--- src/hdl/sfh_pkg.sv ---
`default_nettype none

package sfh_pkg;

  // Field widths.
  localparam int unsigned ByteW   = 8;
  localparam int unsigned TriesW  = 4;
  localparam int unsigned TicksW  = 16;
  localparam int unsigned CfgW    = 16;
  localparam int unsigned CfgIdxW = 2;
  localparam int unsigned PosW    = 3;

  // Frame bytes and control codes.
  localparam logic [ByteW-1:0] FLAG_BYTE = 8'h7e;
  localparam logic [ByteW-1:0] CTRL_SET  = 8'h03;
  localparam logic [ByteW-1:0] CTRL_UA   = 8'h07;
  localparam logic [ByteW-1:0] CTRL_DISC = 8'h0b;

  // Frame positions.
  localparam logic [PosW-1:0] POS_FIRST = 3'd0;
  localparam logic [PosW-1:0] POS_ADDR  = 3'd1;
  localparam logic [PosW-1:0] POS_CTRL  = 3'd2;
  localparam logic [PosW-1:0] POS_CHECK = 3'd3;
  localparam logic [PosW-1:0] POS_LAST  = 3'd4;
  localparam logic [PosW-1:0] FRAME_LEN = 3'd5;

  // Configuration register indexes.
  localparam logic [CfgIdxW-1:0] REG_ADDRESS   = 2'd0;
  localparam logic [CfgIdxW-1:0] REG_MAX_TRIES = 2'd1;
  localparam logic [CfgIdxW-1:0] REG_TIMEOUT   = 2'd2;

  // Configuration reset values.
  localparam logic [ByteW-1:0]  RST_ADDRESS   = 8'd3;
  localparam logic [TriesW-1:0] RST_MAX_TRIES = 4'd3;
  localparam logic [TicksW-1:0] RST_TIMEOUT   = 16'd3;

  typedef enum logic [1:0] {
    FUNC_CONNECT,
    FUNC_DISCONNECT,
    FUNC_RX,
    FUNC_TICK
  } func_e;

  typedef enum logic [1:0] {
    KIND_TX,
    KIND_OK,
    KIND_FAIL,
    KIND_NONE
  } kind_e;

  typedef struct packed {
    func_e            func;
    logic [ByteW-1:0] rx_byte;
  } in_t;

  typedef struct packed {
    kind_e            kind;
    logic [ByteW-1:0] tx_byte;
    logic             last;
  } out_t;

  // Result descriptor handed from the protocol controller to the emitter.
  typedef struct packed {
    logic             is_frame;
    kind_e            kind;
    logic [ByteW-1:0] addr;
    logic [ByteW-1:0] ctrl;
  } desc_t;

  // Byte at a given position of a supervisory frame.
  function automatic logic [ByteW-1:0] frame_byte(logic [PosW-1:0]  pos,
                                                  logic [ByteW-1:0] addr,
                                                  logic [ByteW-1:0] ctrl);
    logic [ByteW-1:0] b;
    case (pos)
      POS_ADDR:  b = addr;
      POS_CTRL:  b = ctrl;
      POS_CHECK: b = addr ^ ctrl;
      default:   b = FLAG_BYTE;
    endcase
    return b;
  endfunction

endpackage

`default_nettype wire

--- src/hdl/sfh_ctrl.sv ---
`default_nettype none

module sfh_ctrl (
  input  wire logic                         clk_i,
  input  wire logic                         rst_ni,
  input  wire logic                         cfg_we_i,
  input  wire logic [sfh_pkg::CfgIdxW-1:0]  cfg_idx_i,
  input  wire logic [sfh_pkg::CfgW-1:0]     cfg_data_i,
  input  wire logic                         in_valid_i,
  output logic                              in_stall_o,
  input  wire sfh_pkg::in_t                 in_data_i,
  input  wire logic                         pop_i,
  output logic                              desc_valid_o,
  output sfh_pkg::desc_t                    desc_o
);

  logic [sfh_pkg::ByteW-1:0]  addr_q;
  logic [sfh_pkg::TriesW-1:0] max_tries_q;
  logic [sfh_pkg::TicksW-1:0] timeout_q;

  logic                       waiting_q, waiting_d;
  logic                       disc_q, disc_d;
  logic [sfh_pkg::PosW-1:0]   match_q, match_d;
  logic [sfh_pkg::TicksW-1:0] tick_q, tick_d;
  logic [sfh_pkg::TriesW-1:0] tries_q, tries_d;

  logic                       a_valid_q;
  sfh_pkg::desc_t             a_q, desc_d;
  logic                       in_fire;

  logic [sfh_pkg::PosW-1:0]   idx, idx_n;
  logic [sfh_pkg::ByteW-1:0]  rx_ctrl, tx_ctrl;
  logic [sfh_pkg::TicksW-1:0] tick_n, limit;
  logic [sfh_pkg::TriesW-1:0] tries_dec;

  // The descriptor register takes a new transfer when empty or when it drains.
  assign in_stall_o = a_valid_q && !pop_i;
  assign in_fire    = in_valid_i && !in_stall_o;

  // Configuration registers.
  always_ff @(posedge clk_i or negedge rst_ni) begin
    if (!rst_ni) begin
      addr_q      <= sfh_pkg::RST_ADDRESS;
      max_tries_q <= sfh_pkg::RST_MAX_TRIES;
      timeout_q   <= sfh_pkg::RST_TIMEOUT;
    end else if (cfg_we_i) begin
      case (cfg_idx_i)
        sfh_pkg::REG_ADDRESS:   addr_q      <= cfg_data_i[sfh_pkg::ByteW-1:0];
        sfh_pkg::REG_MAX_TRIES: max_tries_q <= cfg_data_i[sfh_pkg::TriesW-1:0];
        sfh_pkg::REG_TIMEOUT:   timeout_q   <= cfg_data_i[sfh_pkg::TicksW-1:0];
        default: ;
      endcase
    end
  end

  // Shared terms for matching and timing.
  always_comb begin
    rx_ctrl   = disc_q ? sfh_pkg::CTRL_DISC : sfh_pkg::CTRL_UA;
    tx_ctrl   = disc_q ? sfh_pkg::CTRL_DISC : sfh_pkg::CTRL_SET;
    idx       = (match_q < sfh_pkg::FRAME_LEN) ? match_q : sfh_pkg::POS_FIRST;
    if (in_data_i.rx_byte == sfh_pkg::frame_byte(idx, addr_q, rx_ctrl)) begin
      idx_n = idx + 3'd1;
    end else if (in_data_i.rx_byte == sfh_pkg::FLAG_BYTE) begin
      idx_n = sfh_pkg::POS_ADDR;
    end else begin
      idx_n = sfh_pkg::POS_FIRST;
    end
    tick_n    = tick_q + 16'd1;
    limit     = (timeout_q != '0) ? timeout_q : 16'd1;
    tries_dec = (tries_q != '0) ? tries_q - 4'd1 : '0;
  end

  // Protocol state update and result descriptor for one input transfer.
  always_comb begin
    waiting_d       = waiting_q;
    disc_d          = disc_q;
    match_d         = match_q;
    tick_d          = tick_q;
    tries_d         = tries_q;
    desc_d.is_frame = 1'b0;
    desc_d.kind     = sfh_pkg::KIND_NONE;
    desc_d.addr     = addr_q;
    desc_d.ctrl     = tx_ctrl;
    if (in_data_i.func inside {sfh_pkg::FUNC_CONNECT, sfh_pkg::FUNC_DISCONNECT}) begin
      disc_d          = (in_data_i.func == sfh_pkg::FUNC_DISCONNECT);
      tries_d         = (max_tries_q != '0) ? max_tries_q : 4'd1;
      waiting_d       = 1'b1;
      match_d         = sfh_pkg::POS_FIRST;
      tick_d          = '0;
      desc_d.is_frame = 1'b1;
      desc_d.kind     = sfh_pkg::KIND_TX;
      desc_d.ctrl     = disc_d ? sfh_pkg::CTRL_DISC : sfh_pkg::CTRL_SET;
    end else if (waiting_q) begin
      if (in_data_i.func == sfh_pkg::FUNC_RX) begin
        if (idx_n >= sfh_pkg::FRAME_LEN) begin
          waiting_d   = 1'b0;
          match_d     = sfh_pkg::POS_FIRST;
          tick_d      = '0;
          desc_d.kind = sfh_pkg::KIND_OK;
        end else begin
          match_d = idx_n;
        end
      end else if (tick_n < limit) begin
        tick_d = tick_n;
      end else begin
        // Timeout: one try is used, then resend or give up.
        tick_d  = '0;
        match_d = sfh_pkg::POS_FIRST;
        tries_d = tries_dec;
        if (tries_dec == '0) begin
          waiting_d   = 1'b0;
          desc_d.kind = sfh_pkg::KIND_FAIL;
        end else begin
          desc_d.is_frame = 1'b1;
          desc_d.kind     = sfh_pkg::KIND_TX;
        end
      end
    end
  end

  // Protocol state registers.
  always_ff @(posedge clk_i or negedge rst_ni) begin
    if (!rst_ni) begin
      waiting_q <= 1'b0;
      disc_q    <= 1'b0;
      match_q   <= '0;
      tick_q    <= '0;
      tries_q   <= '0;
    end else if (in_fire) begin
      waiting_q <= waiting_d;
      disc_q    <= disc_d;
      match_q   <= match_d;
      tick_q    <= tick_d;
      tries_q   <= tries_d;
    end
  end

  // Descriptor register valid flag.
  always_ff @(posedge clk_i or negedge rst_ni) begin
    if (!rst_ni) begin
      a_valid_q <= 1'b0;
    end else if (in_fire) begin
      a_valid_q <= 1'b1;
    end else if (pop_i) begin
      a_valid_q <= 1'b0;
    end
  end

  // Descriptor payload.
  always_ff @(posedge clk_i) begin
    if (in_fire) begin
      a_q <= desc_d;
    end
  end

  assign desc_valid_o = a_valid_q;
  assign desc_o       = a_q;

endmodule

`default_nettype wire

--- src/hdl/sfh_emit.sv ---
`default_nettype none

module sfh_emit (
  input  wire logic           clk_i,
  input  wire logic           rst_ni,
  input  wire logic           desc_valid_i,
  input  wire sfh_pkg::desc_t desc_i,
  output logic                pop_o,
  output logic                out_valid_o,
  input  wire logic           out_stall_i,
  output sfh_pkg::out_t       out_data_o
);

  logic                     b_valid_q;
  sfh_pkg::desc_t           b_q;
  logic [sfh_pkg::PosW-1:0] pos_q;
  logic                     out_fire, b_done;

  // Current result from the held descriptor and frame position.
  always_comb begin
    if (b_q.is_frame) begin
      out_data_o.kind    = sfh_pkg::KIND_TX;
      out_data_o.tx_byte = sfh_pkg::frame_byte(pos_q, b_q.addr, b_q.ctrl);
      out_data_o.last    = (pos_q == sfh_pkg::POS_LAST);
    end else begin
      out_data_o.kind    = b_q.kind;
      out_data_o.tx_byte = '0;
      out_data_o.last    = 1'b1;
    end
  end

  assign out_valid_o = b_valid_q;
  assign out_fire    = b_valid_q && !out_stall_i;
  assign b_done      = out_fire && out_data_o.last;
  assign pop_o       = desc_valid_i && (!b_valid_q || b_done);

  // Sequencer control: one result per output transfer.
  always_ff @(posedge clk_i or negedge rst_ni) begin
    if (!rst_ni) begin
      b_valid_q <= 1'b0;
      pos_q     <= sfh_pkg::POS_FIRST;
    end else if (pop_o) begin
      b_valid_q <= 1'b1;
      pos_q     <= sfh_pkg::POS_FIRST;
    end else if (b_done) begin
      b_valid_q <= 1'b0;
    end else if (out_fire) begin
      pos_q <= pos_q + 3'd1;
    end
  end

  // Held descriptor.
  always_ff @(posedge clk_i) begin
    if (pop_o) begin
      b_q <= desc_i;
    end
  end

endmodule

`default_nettype wire

--- src/hdl/supervisory_frame_handshake.sv ---
// An item's first result is registered in sfh_ctrl, then in sfh_emit. Throughput,
// unless the output stalls: an item with one result can be taken every cycle; a
// start or a resend holds the output sequencer for a five-byte frame, one frame byte
// per cycle. Reset (rst_ni low, asynchronous) clears the link state to idle, empties
// both stages and loads address 3, three tries and a timeout of three ticks.
`default_nettype none

module supervisory_frame_handshake (
  input  wire logic                         clk_i,
  input  wire logic                         rst_ni,
  input  wire logic                         cfg_we_i,
  input  wire logic [sfh_pkg::CfgIdxW-1:0]  cfg_idx_i,
  input  wire logic [sfh_pkg::CfgW-1:0]     cfg_data_i,
  input  wire logic                         in_valid_i,
  output logic                              in_stall_o,
  input  wire sfh_pkg::in_t                 in_data_i,
  output logic                              out_valid_o,
  input  wire logic                         out_stall_i,
  output sfh_pkg::out_t                     out_data_o
);

  logic           desc_valid;
  sfh_pkg::desc_t desc;
  logic           pop;

  // Protocol state and result descriptor stage.
  sfh_ctrl u_ctrl (
    .clk_i        (clk_i),
    .rst_ni       (rst_ni),
    .cfg_we_i     (cfg_we_i),
    .cfg_idx_i    (cfg_idx_i),
    .cfg_data_i   (cfg_data_i),
    .in_valid_i   (in_valid_i),
    .in_stall_o   (in_stall_o),
    .in_data_i    (in_data_i),
    .pop_i        (pop),
    .desc_valid_o (desc_valid),
    .desc_o       (desc)
  );

  // Output register and frame byte sequencer.
  sfh_emit u_emit (
    .clk_i        (clk_i),
    .rst_ni       (rst_ni),
    .desc_valid_i (desc_valid),
    .desc_i       (desc),
    .pop_o        (pop),
    .out_valid_o  (out_valid_o),
    .out_stall_i  (out_stall_i),
    .out_data_o   (out_data_o)
  );

endmodule

`default_nettype wire

--- config.mk ---
export PLATFORM = sky130hd
export DESIGN_NAME = supervisory_frame_handshake
export DESIGN_NICKNAME = d
export VERILOG_FILES = /design/src/hdl/sfh_pkg.sv /design/src/hdl/sfh_ctrl.sv /design/src/hdl/sfh_emit.sv /design/src/hdl/supervisory_frame_handshake.sv
export SDC_FILE = /design/constraint.sdc
export NUM_CORES = 1
export LEC_CHECK = 0
export ABC_CLOCK_PERIOD_IN_PS = 4500
export BUFFER_PORTS_ARGS = -buffer_cell sky130_fd_sc_hd__buf_2
export CAP_MARGIN = 20
export CORE_UTILIZATION = 50
export CTS_BUF_LIST = sky130_fd_sc_hd__clkbuf_8
export DETAILED_ROUTE_END_ITERATION = 12
export PLACE_DENSITY = 0.69
export SYNTH_ARGS = -nofsm -noshare
export SYNTH_HDL_FRONTEND = slang
export SYNTH_HIERARCHICAL = 1
export SYNTH_SLANG_ARGS = --single-unit
--- constraint.sdc ---
create_clock -name clk_i -period 4.5 [get_ports clk_i]
set_input_delay 0.45 -clock clk_i [delete_from_list [all_inputs] [get_ports clk_i]]
set_output_delay 0.45 -clock clk_i [all_outputs]
set_load 0.005 [all_outputs]
Word level (Yosys, flattened, before mapping). Index checks and enable logic that the tools add are counted.

Bits of input ports: 33. Output and inout port bits: 13. Register bits: 96. Word-level logic and storage cells: 121.

Reductions and logical operators: 29. Bitwise logic cells: 2. Multiplexer cells: 46. Add/sub/neg operators: 4. Order comparisons: 3. Eq/ne operators: 18.

Operators by type and width (count): $mux 16 (6); $pmux 8 s3 (2); $mux 3 (12); $mux 4 (9); $add 16x1->16 const B (1); $lt 16x16->1 (1); $reduce_bool 16->1 (1); $xor 8x8->8 (2); $eq 3x2->1 const B (4); $mux 1 (12); $mux 11 (1); $reduce_and 2->1 (5); $reduce_bool 2->1 (5); $eq 8x7->1 const B (1); $eq 8x8->1 (1); $mux 8 (1); $reduce_bool 4->1 (2); $add 3x1->3 const B (2); $eq 3x1->1 const B (2); $mux 2 (3); $reduce_and 3->1 (2); $logic_and 1x1->1 (5); $eq 2x1->1 const B (2); $eq 2x2->1 const B (2); 13 further kinds (18).

Depth between registers and ports, before layout.
Depth after elaboration: 11. Mapped depth: 15. Mapped depth without buffers: 13.

Hierarchy. The synthesis kept the hierarchy.

By module, submodules not included: sfh_ctrl (area each 4071.4 um^2, cells each 407, instances 1); sfh_emit (area each 1177.4 um^2, cells each 90, instances 1).

Worst setup path before layout. Ideal clock, no wire load.

Path type: reg-to-reg. Start: register u_ctrl/tick_q[2] (netlist bit). End: register u_ctrl.a_q (netlist bit u_ctrl/desc_o[17]) (data pin). Arrival time: 3.809 ns. Setup slack: 0.421 ns. Setup time: 0.269 ns. Data required time: 4.231 ns. Buffers on the path: 1. Clock period less this slack: 4.079 ns. Stages on the path, launching flop included: 15. Cell sequence: dfrtp_1 clkbuf_1 and4_1 and2_1 nand4_1 or2_2 o21a_1 or2_2 ha_1 and4_1 o2111ai_1 a2111oi_0 o21ai_1 o31ai_1 a31oi_1.

Word-level cells in the longest chain between the ends: 5.

Ends and longest elaborated chain: from (decl) (line sfh_ctrl.sv:24) `logic [sfh_pkg::TicksW-1:0] tick_q, tick_d;`; from (signal assigned) (line sfh_ctrl.sv:133) `tick_q <= tick_d;`; $add 16x1->16 (line sfh_ctrl.sv:68) `tick_n = tick_q + 16'd1;`; $lt 16x16->1 (line sfh_ctrl.sv:103) `end else if (tick_n < limit) begin`; $mux 3 (line sfh_ctrl.sv:103); $mux 2 (line sfh_ctrl.sv:94) `if (in_data_i.func == sfh_pkg::FUNC_RX) begin`; $mux 3 (line sfh_ctrl.sv:93) `end else if (waiting_q) begin`; to (signal assigned) (line sfh_ctrl.sv:152) `a_q <= desc_d;`; to (decl) (line sfh_ctrl.sv:28) `sfh_pkg::desc_t a_q, desc_d;`.

No other way between the ends. A chain may end at the register's enable or synchronous reset.

Worst setup path after layout. Same ends and word-level chain as after synthesis.

==> results.md <==
- The run finished with clean final reports.
- The total overflow left after global routing is 0.
- The via count of the first global-routing pass came to 3775.
- TritonCTS built the clock tree.
- The finished cells cover 0.00577 sq mm.
- The root buffer cell is sky130_fd_sc_hd__clkbuf_8.
- The transition time of the tightest slew-check pin is 0.941 ns.
- The total area inside the core boundary comes to 0.0102 sq mm.
- A synthesized cell averages 10.6 sq um.
- Once the clock tree was built, the setup fixing pass inserted 0 buffers.
- The worst-skew pair later-pin latency is 0.37 ns.
- At the end of routability-driven placement, the weighted congestion stood at 0.865.
- The cell count of the worst reg-to-reg path is 14.
- The capturing point of the worst reg2reg path is u_ctrl/desc_o[17].
- For this design the static power due to leakage is 0.00246 uW.
- Synthesis inferred 89 register bits.
- The worst ir drop on vdd is 0.215 mV.
- The count of cell types in the netlist is 74.
- The count of H-tree levels built during CTS is 3.
- The total half-perimeter wirelength after legalization and detailed placement is 8090 um.
- The cell area that synthesis handed to floorplanning was 0.00525 sq mm.
- The initialized floorplan defines 37 standard-cell rows.
- The via count is 3874.
- The max-slew violation count was 0.
- The most critical setup path has its startpoint at u_ctrl/tick_q[2].
- The final critical delay including setup and external delays is 4.09 ns.
- The number of buffers created by CTS is 9.
- The sort of element at the start of the critical path is a flop.
- The leading cell type in the layout, fill and taps excluded is sky130_fd_sc_hd__dfrtp_1.
- The tool flagged a number of max-cap violations equal to 0.
- In this run the worst hold path is classified as in -> async.
- The aggregate negative setup slack is 0 ns.
- The total die area is 0.0109 sq mm.
- In this run the vertical extent of the chip is 104 um.
- The synthesized netlist cell count is 497.
- The total design power is 2380 uW.
- The placed cell count is 667.
- STA puts the critical path data required time at 4.60 ns.
- In this run the power density over the cells is 413 mW/mm^2.
- The first-pass iteration count of the detailed router is 5.
- The first global-routing pass estimated 17800 um of wire.
- Headroom to the max-slew limit came out at 36.8%.
- Of all nets on the critical path, the largest fanout is 9.
- The critical path in this run is classified as reg -> reg.
- In this run the count of I/O pins placed on the die edge is 46.
- The total global-route track usage is 20.4%.
- In the final design database the tool counted 602 nets.
- Setup repair after global routing left no endpoint under its margin.
- The post-cts gate resize count is 0.
- The number of buffers inserted by port buffering is 45.
- The worst register-to-register path begins at u_ctrl/tick_q[2].
- The critical path capture point type is a flop.
- The data arrival time of the critical path is 4.19 ns.
- Excluding fillers, the count of instances in the completed layout stands at 683.
- Entering global routing, the biggest net connects 59 pins.
- After detailed routing, the average wire length per cell comes to 15.5 um.
- The number of flops mapped to enable cells by yosys is 31.
- Relative to the synthesized area, the layout overhead comes to 9.87%.
- During synthesis, Yosys emitted a total of 6 warnings.
- The clock-pin slew reported for the worst setup and hold paths after clock tree synthesis is 0.10 ns.
- The detail route stage leaves a number of antenna-violating nets equal to 0.
- The leading register cell type out of synthesis is sky130_fd_sc_hd__dfrtp_1.
- The final hold violation count is 0.
- The final cycle utilization of the critical path is 90.9%.
- Cells with a size suffix above 1 make up 21.0% of the layout.
- The die width is 104 um.
- The initial antenna violation count was 0.
- The total setup violations reported at the end of the flow is 0.
- For this design, the CTS-stage hold fixing added 0 buffers.
- The count of antenna diodes in the layout is 0.
- The post-route clock skew is 0.0132 ns.
- For this block, the routed nets add up to 10600 um of wire.
- The critical path ends at u_ctrl/desc_o[17].
- The mean number of vias per cell is 5.67.
- The highest clock rate is 0.245 GHz.
- The post-route core utilization is 56.4%.
- The initial utilization of the core area, before any placement, comes to 51.3%.
- In the layout the commonest cells are sky130_fd_sc_hd__dfrtp_1 (52), sky130_fd_sc_hd__inv_1 (50), sky130_fd_sc_hd__nand2_1 (48), sky130_fd_sc_hd__buf_2 (45), sky130_fd_sc_hd__edfxtp_1 (31).
- The setup check on the worst reg-to-reg path leaves a slack of 0.41 ns.
- Counting along the longest clock path gives a buffer depth of 2.
- The violation count after the first detailed-routing iteration is 261.
- After detailed routing, the number of remaining DRC violations is 0.
- The async set-reset flop share out of synthesis is 65.2%.
- The register area share after synthesis is 45.5%.
- The count of clock tree sinks is 89.
- The total cell area at the placement stage is 0.00557 sq mm.
metrics by stage:
stage	hold WS [ns]	setup WS, ns
global placement	0.403	0.550
finish	0.225	0.411
CTS	0.250	0.463
global route	0.293	0.129
detailed placement	0.405	0.493
floorplan	0.154	0.421
flip-flops by register name, indices dropped and copies added (netlist names), 4 cells and up:
signal / flops
u_ctrl/timeout_q: 16
u_emit/b_q: 19
u_ctrl/tick_q: 16
u_ctrl/max_tries_q: 4
u_ctrl/addr_q: 8
u_ctrl/tries_q: 4
u_ctrl/desc_o: 12
routing by layer:
metal | GRT usage, % | part of all wire (%)
met1 | 27.1 | 46
met2 | 34.2 | 49
met3 | 3.13 | 3.9
met4 | 6.53 | 1.5
met5 | 0 | 0
logic make-up (layout without fill, tap and decap cells):
family          Yosys count  count (layout)  synth area share, %
buf+inv                  73             118                 6.13
fa+ha+maj                27              27                 6.44
flops                    89              89                 45.5
compound gates          101             101                 14.7
other cells               2               7                0.143
mux                      38              38                 7.84
simple gates            146             146                 15.8
xor+xnor                 21              21                 3.50
layout make-up:
type	count	area, sq um
multi-input combinational	340	2560
timing repair buffer	50	263
inverter	52	195
tap	136	170
clock buffer	9	124
clock inverter	7	68.8
fill	864	4460
sequential	89	2390
power by group:
| group | internal (uW) | switching, uW |
|---|---|---|
| clock network | 218 | 320 |
| registers | 1010 | 166 |
| logic | 311 | 354 |
how the worst min path moves through the flow:
stage | start | endpoint | slack [ns] | cells after the start
final | rst_ni | u_emit/out_valid_o | 0.22 | 2
after detailed placement | u_ctrl/desc_o[12] | u_emit/b_q[12] | 0.40 | 0
after floorplan | rst_ni | u_ctrl/addr_q[2] | 0.15 | 0
after global routing | rst_ni | u_emit/out_valid_o | 0.29 | 2
after global placement | u_ctrl/desc_o[15] | u_emit/b_q[15] | 0.40 | 0
after CTS | rst_ni | u_emit/pos_q[2] | 0.25 | 2
synthesized netlist by cell type, types with 8 or more instances:
| cell type | count | area (sq um) |
|---|---|---|
| sky130_fd_sc_hd__nand2_1 | 48 | 180 |
| sky130_fd_sc_hd__a22o_1 | 9 | 78.8 |
| sky130_fd_sc_hd__buf_4 | 9 | 67.6 |
| sky130_fd_sc_hd__nor4_1 | 8 | 50.1 |
| sky130_fd_sc_hd__xnor2_1 | 9 | 78.8 |
| sky130_fd_sc_hd__edfxtp_1 | 31 | 931 |
| sky130_fd_sc_hd__nand3_1 | 11 | 55.1 |
| sky130_fd_sc_hd__nor2_1 | 15 | 56.3 |
| sky130_fd_sc_hd__mux2i_1 | 13 | 130 |
| sky130_fd_sc_hd__inv_1 | 50 | 188 |
| sky130_fd_sc_hd__a22oi_1 | 8 | 60.1 |
| sky130_fd_sc_hd__dfrtp_1 | 52 | 1300 |
| sky130_fd_sc_hd__ha_1 | 27 | 338 |
| sky130_fd_sc_hd__clkbuf_1 | 9 | 33.8 |
| sky130_fd_sc_hd__o21ai_0 | 27 | 135 |
| sky130_fd_sc_hd__mux2_2 | 25 | 282 |
| sky130_fd_sc_hd__xor2_1 | 12 | 105 |
critical path: stages (launching register included):
cell                        delay (ns)
sky130_fd_sc_hd__dfrtp_1          0.49
sky130_fd_sc_hd__and4_1           0.24
sky130_fd_sc_hd__and2_1           0.19
sky130_fd_sc_hd__nand4_1          0.17
sky130_fd_sc_hd__or2_2            0.38
sky130_fd_sc_hd__o21a_1           0.20
sky130_fd_sc_hd__or2_2            0.30
sky130_fd_sc_hd__ha_1             0.30
sky130_fd_sc_hd__and4_1           0.22
sky130_fd_sc_hd__o2111ai_1        0.11
sky130_fd_sc_hd__a2111oi_0        0.40
sky130_fd_sc_hd__buf_4            0.20
sky130_fd_sc_hd__o21ai_1          0.22
sky130_fd_sc_hd__o31ai_1          0.34
sky130_fd_sc_hd__a31oi_1          0.07
Note: power is estimated with default switching activity, not from simulation.
